==> src/sv/rpn_pkg.sv <==
// Shared types and constants for the RPN stack evaluator.
package rpn_pkg;

  // Width of the operand and result ports
  localparam int unsigned IO_W = 32;

  // Token kinds on func
  localparam logic [2:0] FUNC_PUSH = 3'd0;
  localparam logic [2:0] FUNC_ADD  = 3'd1;
  localparam logic [2:0] FUNC_SUB  = 3'd2;
  localparam logic [2:0] FUNC_MUL  = 3'd3;
  localparam logic [2:0] FUNC_DIV  = 3'd4;

  // Status codes
  localparam logic [1:0] ST_OK    = 2'd0;
  localparam logic [1:0] ST_UNDER = 2'd1;
  localparam logic [1:0] ST_OVER  = 2'd2;
  localparam logic [1:0] ST_DIVZ  = 2'd3;

  typedef enum logic [1:0] {
    ALU_ADD,
    ALU_SUB,
    ALU_MUL,
    ALU_DIV
  } alu_op_t;

  typedef struct packed {
    logic    start;
    alu_op_t op;
  } alu_cmd_t;

  typedef enum logic [2:0] {
    AP_IDLE,
    AP_ARITH,
    AP_NEG_A,
    AP_NEG_B,
    AP_LOOP,
    AP_FIX
  } alu_phase_t;

  typedef enum logic [2:0] {
    S_IDLE,
    S_DECODE,
    S_RD_RIGHT,
    S_RD_LEFT,
    S_EXEC,
    S_FINISH,
    S_RD_TOP,
    S_EMIT
  } seq_state_t;

endpackage

==> src/sv/rpn_stack_mem.sv <==
// Operand stack storage: one write port, one registered read port.
module rpn_stack_mem #(
  parameter int unsigned DEPTH = 64,
  parameter int unsigned WIDTH = 32,
  parameter int unsigned AW    = 6
) (
  input  logic             clk,
  input  logic             wr_en,
  input  logic [AW-1:0]    wr_addr,
  input  logic [WIDTH-1:0] wr_data,
  input  logic [AW-1:0]    rd_addr,
  output logic [WIDTH-1:0] rd_data
);

  logic [WIDTH-1:0] mem [DEPTH];

  always_ff @(posedge clk) begin
    if (wr_en) begin
      mem[wr_addr] <= wr_data;
    end
  end

  always_ff @(posedge clk) begin
    rd_data <= mem[rd_addr];
  end

endmodule

==> src/sv/rpn_alu.sv <==
// Iterative arithmetic unit: one shared adder for add, sub, shift-add multiply
// and restoring divide.
module rpn_alu
  import rpn_pkg::*;
#(
  parameter int unsigned WIDTH = 32
) (
  input  logic             clk,
  input  logic             rst,
  input  alu_cmd_t         cmd,
  input  logic [WIDTH-1:0] a,
  input  logic [WIDTH-1:0] b,
  output logic             done,
  output logic [WIDTH-1:0] result
);

  localparam int unsigned CW = $clog2(WIDTH);

  alu_phase_t       phase, phase_next;
  alu_op_t          op, op_next;
  logic [CW-1:0]    cnt, cnt_next;
  logic [WIDTH-1:0] x, x_next;
  logic [WIDTH-1:0] y, y_next;
  logic [WIDTH-1:0] z, z_next;
  logic             sign_a, sign_a_next;
  logic             sign_b, sign_b_next;
  logic             done_next;

  // shared adder
  logic [WIDTH-1:0] p, q;
  logic             cin;
  logic [WIDTH:0]   sum;

  assign sum = {1'b0, p} + {1'b0, q} + {{WIDTH{1'b0}}, cin};

  always_comb begin
    p   = '0;
    q   = '0;
    cin = 1'b0;
    unique case (phase)
      AP_ARITH: begin
        p   = x;
        q   = (op == ALU_SUB) ? ~y : y;
        cin = (op == ALU_SUB);
      end
      AP_NEG_A, AP_FIX: begin
        q   = ~z;
        cin = 1'b1;
      end
      AP_NEG_B: begin
        q   = ~y;
        cin = 1'b1;
      end
      AP_LOOP: begin
        if (op == ALU_MUL) begin
          p = x;
          q = z[0] ? y : '0;
        end else begin
          // partial remainder shifted left with next dividend bit; remainder
          // stays below the divisor magnitude, so its top bit is clear
          p   = {x[WIDTH-2:0], z[WIDTH-1]};
          q   = ~y;
          cin = 1'b1;
        end
      end
      AP_IDLE: ;
      default: ;
    endcase
  end

  always_comb begin
    phase_next  = phase;
    op_next     = op;
    cnt_next    = cnt;
    x_next      = x;
    y_next      = y;
    z_next      = z;
    sign_a_next = sign_a;
    sign_b_next = sign_b;
    done_next   = 1'b0;
    unique case (phase)
      AP_IDLE: begin
        if (cmd.start) begin
          op_next     = cmd.op;
          cnt_next    = '0;
          sign_a_next = a[WIDTH-1];
          sign_b_next = b[WIDTH-1];
          unique case (cmd.op)
            ALU_ADD, ALU_SUB: begin
              x_next     = a;
              y_next     = b;
              phase_next = AP_ARITH;
            end
            ALU_MUL: begin
              x_next     = '0;
              y_next     = a;
              z_next     = b;
              phase_next = AP_LOOP;
            end
            ALU_DIV: begin
              x_next     = '0;
              y_next     = b;
              z_next     = a;
              phase_next = AP_NEG_A;
            end
            default: ;
          endcase
        end
      end
      AP_ARITH: begin
        x_next     = sum[WIDTH-1:0];
        done_next  = 1'b1;
        phase_next = AP_IDLE;
      end
      AP_NEG_A: begin
        if (sign_a) begin
          z_next = sum[WIDTH-1:0];
        end
        phase_next = AP_NEG_B;
      end
      AP_NEG_B: begin
        if (sign_b) begin
          y_next = sum[WIDTH-1:0];
        end
        phase_next = AP_LOOP;
      end
      AP_LOOP: begin
        cnt_next = cnt + CW'(1);
        if (op == ALU_MUL) begin
          x_next = sum[WIDTH-1:0];
          y_next = y << 1;
          z_next = z >> 1;
        end else begin
          x_next = sum[WIDTH] ? sum[WIDTH-1:0] : p;
          z_next = {z[WIDTH-2:0], sum[WIDTH]};
        end
        if (cnt == CW'(WIDTH - 1)) begin
          if (op == ALU_MUL) begin
            done_next  = 1'b1;
            phase_next = AP_IDLE;
          end else begin
            phase_next = AP_FIX;
          end
        end
      end
      AP_FIX: begin
        if (sign_a ^ sign_b) begin
          z_next = sum[WIDTH-1:0];
        end
        done_next  = 1'b1;
        phase_next = AP_IDLE;
      end
      default: phase_next = AP_IDLE;
    endcase
  end

  always_ff @(posedge clk) begin
    if (rst) begin
      phase <= AP_IDLE;
      done  <= 1'b0;
    end else begin
      phase <= phase_next;
      done  <= done_next;
    end
  end

  always_ff @(posedge clk) begin
    op     <= op_next;
    cnt    <= cnt_next;
    x      <= x_next;
    y      <= y_next;
    z      <= z_next;
    sign_a <= sign_a_next;
    sign_b <= sign_b_next;
  end

  assign result = (op == ALU_DIV) ? z : x;

endmodule

==> src/sv/rpn_stack_evaluator_top.sv <==
// Top level of the RPN stack evaluator: token sequencer, stack and shared ALU.
//
// Input channel (in_valid / in_stall): one token per transfer. func selects
// push (operand_value) or add, subtract, multiply, divide on the top two
// entries; end_of_expression marks the final token of an expression.
// Output channel (out_valid / out_stall): one transfer per expression carrying
// the top of stack (result_value) and the first error seen (status).
//
// The sequencer takes no new token until the current one is finished. The
// shift-add multiply and restoring divide loop in the shared ALU, one bit per
// cycle; the single stack read port reads each popped operand in its own
// state, the right one and then the left. An end mark on an empty stack
// emits zero directly; otherwise it reads the top of the stack, then emits.
//
// Reset clears the sequencer, the stack count and the sticky status; stack
// contents are not cleared. The result sits in an output register, so the
// next token is taken while it waits. A second result waits in the emit state
// while the receiver stalls, holding in_stall high.
module rpn_stack_evaluator_top
  import rpn_pkg::*;
#(
  parameter int unsigned STACK_DEPTH = 64,
  parameter int unsigned DATA_WIDTH  = 32
) (
  input  logic                   clk,
  input  logic                   rst,
  input  logic                   in_valid,
  output logic                   in_stall,
  input  logic [2:0]             func,
  input  logic signed [IO_W-1:0] operand_value,
  input  logic                   end_of_expression,
  output logic                   out_valid,
  input  logic                   out_stall,
  output logic signed [IO_W-1:0] result_value,
  output logic [1:0]             status
);

  localparam int unsigned AW   = $clog2(STACK_DEPTH);
  localparam int unsigned CNTW = $clog2(STACK_DEPTH + 1);

  seq_state_t state, state_next;

  logic [CNTW-1:0] cnt, cnt_next;
  logic [1:0]      err, err_next;

  // latched token
  logic [2:0]             tok_func;
  logic signed [IO_W-1:0] tok_value;
  logic                   tok_last;
  alu_op_t                tok_op;
  logic                   tok_is_op;

  logic [DATA_WIDTH-1:0] b_reg, b_next;
  logic [DATA_WIDTH-1:0] res_hold, res_next;
  logic                  load_out;

  // stack port
  logic                  wr_en;
  logic [AW-1:0]         wr_addr, rd_addr;
  logic [DATA_WIDTH-1:0] wr_data, rd_data;

  // ALU
  alu_cmd_t              alu_cmd;
  logic                  alu_done;
  logic [DATA_WIDTH-1:0] alu_result;

  logic [AW-1:0] top_idx, next_idx, push_idx;
  logic          in_xfer;

  assign top_idx  = AW'(cnt - CNTW'(1));
  assign next_idx = AW'(cnt - CNTW'(2));
  assign push_idx = AW'(cnt);

  assign in_stall = (state != S_IDLE);
  assign in_xfer  = in_valid && !in_stall;

  rpn_stack_mem #(
    .DEPTH (STACK_DEPTH),
    .WIDTH (DATA_WIDTH),
    .AW    (AW)
  ) u_stack (
    .clk     (clk),
    .wr_en   (wr_en),
    .wr_addr (wr_addr),
    .wr_data (wr_data),
    .rd_addr (rd_addr),
    .rd_data (rd_data)
  );

  // left operand comes straight off the read port, right from b_reg
  rpn_alu #(
    .WIDTH (DATA_WIDTH)
  ) u_alu (
    .clk    (clk),
    .rst    (rst),
    .cmd    (alu_cmd),
    .a      (rd_data),
    .b      (b_reg),
    .done   (alu_done),
    .result (alu_result)
  );

  always_comb begin
    tok_is_op = (tok_func == FUNC_ADD) || (tok_func == FUNC_SUB) ||
                (tok_func == FUNC_MUL) || (tok_func == FUNC_DIV);
    unique case (tok_func)
      FUNC_SUB: tok_op = ALU_SUB;
      FUNC_MUL: tok_op = ALU_MUL;
      FUNC_DIV: tok_op = ALU_DIV;
      default:  tok_op = ALU_ADD;
    endcase
  end

  always_comb begin
    state_next    = state;
    cnt_next      = cnt;
    err_next      = err;
    b_next        = b_reg;
    res_next      = res_hold;
    load_out      = 1'b0;
    wr_en         = 1'b0;
    wr_addr       = next_idx;
    wr_data       = alu_result;
    rd_addr       = top_idx;
    alu_cmd.start = 1'b0;
    alu_cmd.op    = tok_op;
    unique case (state)
      S_IDLE: begin
        if (in_valid) begin
          state_next = S_DECODE;
        end
      end
      S_DECODE: begin
        if (tok_func == FUNC_PUSH) begin
          if (cnt == CNTW'(STACK_DEPTH)) begin
            // full stack: value dropped
            if (err == ST_OK) err_next = ST_OVER;
          end else begin
            wr_en    = 1'b1;
            wr_addr  = push_idx;
            wr_data  = DATA_WIDTH'(tok_value);
            cnt_next = cnt + CNTW'(1);
          end
          state_next = S_FINISH;
        end else if (tok_is_op) begin
          if (cnt < CNTW'(2)) begin
            if (err == ST_OK) err_next = ST_UNDER;
            state_next = S_FINISH;
          end else begin
            rd_addr    = top_idx;
            state_next = S_RD_RIGHT;
          end
        end else begin
          // unknown kind leaves the stack alone
          state_next = S_FINISH;
        end
      end
      S_RD_RIGHT: begin
        b_next     = rd_data;
        rd_addr    = next_idx;
        state_next = S_RD_LEFT;
      end
      S_RD_LEFT: begin
        if (tok_op == ALU_DIV && b_reg == '0) begin
          // divide by zero: pop both, push zero
          if (err == ST_OK) err_next = ST_DIVZ;
          wr_en      = 1'b1;
          wr_data    = '0;
          cnt_next   = cnt - CNTW'(1);
          state_next = S_FINISH;
        end else begin
          alu_cmd.start = 1'b1;
          state_next    = S_EXEC;
        end
      end
      S_EXEC: begin
        if (alu_done) begin
          wr_en      = 1'b1;
          cnt_next   = cnt - CNTW'(1);
          state_next = S_FINISH;
        end
      end
      S_FINISH: begin
        if (!tok_last) begin
          state_next = S_IDLE;
        end else if (cnt == '0) begin
          if (err == ST_OK) err_next = ST_UNDER;
          res_next   = '0;
          state_next = S_EMIT;
        end else begin
          rd_addr    = top_idx;
          state_next = S_RD_TOP;
        end
      end
      S_RD_TOP: begin
        res_next   = rd_data;
        state_next = S_EMIT;
      end
      S_EMIT: begin
        if (!out_valid || !out_stall) begin
          load_out   = 1'b1;
          cnt_next   = '0;
          err_next   = ST_OK;
          state_next = S_IDLE;
        end
      end
      default: state_next = S_IDLE;
    endcase
  end

  always_ff @(posedge clk) begin
    if (rst) begin
      state     <= S_IDLE;
      cnt       <= '0;
      err       <= ST_OK;
      out_valid <= 1'b0;
    end else begin
      state <= state_next;
      cnt   <= cnt_next;
      err   <= err_next;
      if (load_out) begin
        out_valid <= 1'b1;
      end else if (!out_stall) begin
        out_valid <= 1'b0;
      end
    end
  end

  always_ff @(posedge clk) begin
    if (in_xfer) begin
      tok_func  <= func;
      tok_value <= operand_value;
      tok_last  <= end_of_expression;
    end
    b_reg    <= b_next;
    res_hold <= res_next;
    if (load_out) begin
      result_value <= IO_W'(res_hold);
      status       <= err;
    end
  end

  // stack count never runs past the depth
  a_cnt_range: assert property (@(posedge clk) disable iff (rst)
    cnt <= CNTW'(STACK_DEPTH))
    else $error("stack count beyond depth");

  // an emitted result leaves an empty stack and clean status
  a_emit_clears: assert property (@(posedge clk) disable iff (rst)
    load_out |=> (cnt == '0 && err == ST_OK && out_valid))
    else $error("stack not cleared after result");

  // first error sticks until the result is emitted
  a_err_sticky: assert property (@(posedge clk) disable iff (rst)
    (err != ST_OK && !load_out) |=> err == $past(err))
    else $error("sticky status changed");

  // ALU completion only while the sequencer waits for it
  a_alu_done: assert property (@(posedge clk) disable iff (rst)
    alu_done |-> state == S_EXEC)
    else $error("ALU done outside execute");

endmodule
==> config.mk <==
export PLATFORM = sky130hd
export DESIGN_NAME = rpn_stack_evaluator_top
export DESIGN_NICKNAME = d
export VERILOG_FILES = /design/src/sv/rpn_pkg.sv /design/src/sv/rpn_stack_mem.sv /design/src/sv/rpn_alu.sv /design/src/sv/rpn_stack_evaluator_top.sv
export SDC_FILE = /design/constraint.sdc
export NUM_CORES = 2
export LEC_CHECK = 0
export BUFFER_PORTS_ARGS = -buffer_cell sky130_fd_sc_hd__buf_4
export CORE_MARGIN = 1.5
export CORE_UTILIZATION = 35
export CTS_BUF_LIST = sky130_fd_sc_hd__clkbuf_4
export DETAILED_ROUTE_END_ITERATION = 6
export GPL_TIMING_DRIVEN = 0
export REMOVE_ABC_BUFFERS = 1
export SLEW_MARGIN = 20
export SYNTH_ARGS = -nofsm -noshare
export SYNTH_HDL_FRONTEND = slang
export SYNTH_SLANG_ARGS = --single-unit
==> constraint.sdc <==
create_clock -name clk -period 11 [get_ports clk]
set_clock_uncertainty 0.2 [all_clocks]
set_input_delay 0 -clock clk [delete_from_list [all_inputs] [get_ports clk]]
set_output_delay 0 -clock clk [all_outputs]
set_load 0.1 [all_outputs]
==> reports/qor.yml <==
maxCapViolations: 0
leakagePower_uw: 0.04026
max_stage_delay_ns: 0.75
max_freq_ghz: 0.1381
worstSkewPairLatency_ns: 1.36
drt_iter0_drc: 5271
synth_commonest_cells: "2,287 x edfxtp_1, 588 x mux2i_1, 512 x mux4_2, 263 x nand2_1, 138 x nor2_1"
vias: 52610
dpl_cell_area_um2: 108400
path_cells: "nor2_4 > and2_2 > buf_16 > a31oi_1 > o21ai_4 > nand2_1 > o221ai_1 > fa_1 > inv_1 > fa_1 > nor2b_1 > o2111ai_1 > a21oi_2 > a211oi_2 > o31ai_1 > a31o_2 > nor2_1 > a221o_1"
period_share_pct: 65.84
dieArea_um2: 274700
crit_slowest_cell: "and2_2"
synthCells: 4854
grt_pass1_vias: 54290
startpoint: "u_alu.phase[1]"
finalNetCount: 5804
synth_top_area_cell: "edfxtp_1"
hpwl_um: 168100
cts_made_buffers: 607
hold_class: "in -> reg"
status: "finished, violations left"
maxSlewViolCount: 0
core_um2: 270500
cp_top_family: "compound AO/OA/AOI/OAI gates"
grt_overflow: 0
htreeDepth: 6
utilization_pct: 43.12
async_flop_share_pct: 0
hold_ws_ns: 0.1768
cts_tree: "built"
drt_pass1_iterations: 7
min_period_ns: 7.242
regMostFlops: "u_stack.mem"
crit_arrival_ns: 8.11
ff2ff_path_depth: 18
hold_depth: 5
rsz0062_at_grt: "no"
die_x_um: 524.1
powerDensity_nw_per_um2: 188.8
synth_most_common_cell: "edfxtp_1"
ys_top_cells_by_area: "edfxtp_1 72%, mux4_2 12%, mux2i_1 6.2%, nand2_1 1.0%, dfxtp_1 1.0%"
cp.depth: 18
grt_util_all_layers_pct: 18.35
critPathKind: "reg -> reg"
crit_buf_inv: 2
cp.required_ns: 11.87
routed_wl_um: 253500
die_h_um: 524.1
finalSetupViolCount: 0
grt_pass1_wl_um: 368800
initial_core_util_pct: 35.13
synth_seq_cells: 2336
port_buffers: 75
synth_top_area_share_pct: 72.26
clk_pin_slew_worst_paths_ns: 0.06
hold_violations: 0
crit_top_cell: "fa_1"
grt_max_degree: 44
netlist_area_um2: 95030
clkSinkCount: 2336
syn_area_per_cell_um2: 19.58
synth_flop_cell: "edfxtp_1"
power_uw: 22020
synth_edf_count: 2287
cts_setup_buffers: 0
viasPerCell: 5.447
root_buffer: "clkbuf_4"
ir_drop_mv: 0.1168
clock_path_buffers: 4
worstPathMaxFanout: 30
remaining_drc_errors: 3
worstReg2RegStart: "u_alu.phase[1]"
fin_area_um2: 116700
ioPinCount: 76
syn2layout_area_growth_pct: 22.75
ys_warn_count: 0
end_kind: "flop"
worst_slew_pin_slew_ns: 1.072
largest_reg_flops: 2048
drive_gt1_share_pct: 32.35
critPathLaunchType: "flop"
ant_nets: 0
violations: "DRC"
gp_congestion: 0.8680
num_rows: 191
ys_seq_area_share_pct: 73.30
antenna_found_initial: 10
hp-start: "out_stall"
wl_per_cell_um: 26.25
slew_headroom_pct: 26.49
yosysUniqueCellTypes: 77
[worst min-delay path, stage by stage]
cell	delay [ns]
dlygate4sd3_1	0.55
buf_4	0.15
dlygate4sd3_1	0.63
nand3_1	0.14
a311oi_1	0.09
[path summary, 6_finish.rpt]
path	end	slack, ns
hold / removal	state[2]	0.18
setup / recovery	u_alu.x[25]	3.76
setup reg to reg	u_alu.x[25]	3.76
hold reg to reg	result_value[15]	0.21
[cell type report]
class	instances	area, um2
timing repair buffer	537	10170
clock buffer	854	6411
clock inverter	114	641.9
multi-input combinational	2220	25210
tap	3570	4467
inverter	22	82.58
sequential	2336	69660
antenna	5	12.51
fill	23240	153900
[logic make-up (layout without fill, tap and decap cells)]
group / after synthesis / in the layout / synth area share (%)
adder cells (fa/ha/maj): 40 / 40 / 0.5424
multiplexers: 1101 / 1101 / 18.34
XOR/XNOR: 32 / 32 / 0.3028
AND/OR/NAND/NOR: 559 / 559 / 2.606
buffers and inverters: 298 / 1527 / 1.371
AO/OA/AOI/OAI: 488 / 488 / 3.543
flip-flops: 2336 / 2336 / 73.30
other: 0 / 5 / 0
[report_power, final]
| part | internal [uW] | switching (uW) | total [uW] |
|---|---|---|---|
| logic | 2000 | 2380 | 4380 |
| registers | 10300 | 270 | 10500 |
| clock network | 3700 | 3410 | 7110 |
| total | 16000 | 6070 | 22000 |
[routing by layer]
layer,routed length (um),up-vias,global-route usage [%]
met1,105300,27420,24.86
met2,120400,2588,29.00
met4,6729,2,6.368
li1,-,22170,-
met3,21110,427,4.282
met5,18,-,0
[layout by cell type (no fill, tap or decap), types with 34 or more instances in the layout]
master	instances
a21oi_1	90
and2_1	36
buf_12	71
buf_16	239
buf_4	83
clkbuf_4	854
clkinv_1	83
dfxtp_1	47
dlygate4sd3_1	116
edfxtp_1	2287
ha_1	38
mux2i_1	587
mux4_2	512
nand2_1	258
nor2_1	65
nor2_4	72
o21ai_0	71
o21ai_4	34
o221ai_1	51
[through the flow]
step | TNS, ns | setup WS [ns] | cells
global placement | - | -67.55 | 8223
detailed placement | 0 | 3.945 | 8568
floorplan | -1296.09 | -40.50 | 4578
global route | 0 | 3.568 | 9657
CTS | 0 | 3.934 | 9652
finish | 0 | 3.758 | 9658
[what timing repair did]
item	in CTS	in global routing
setup endpoints to repair	0	0
hold buffers	116	0
hold endpoints to repair	123	0
resized for setup	0	0
Power figures use the tool's default switching activity.
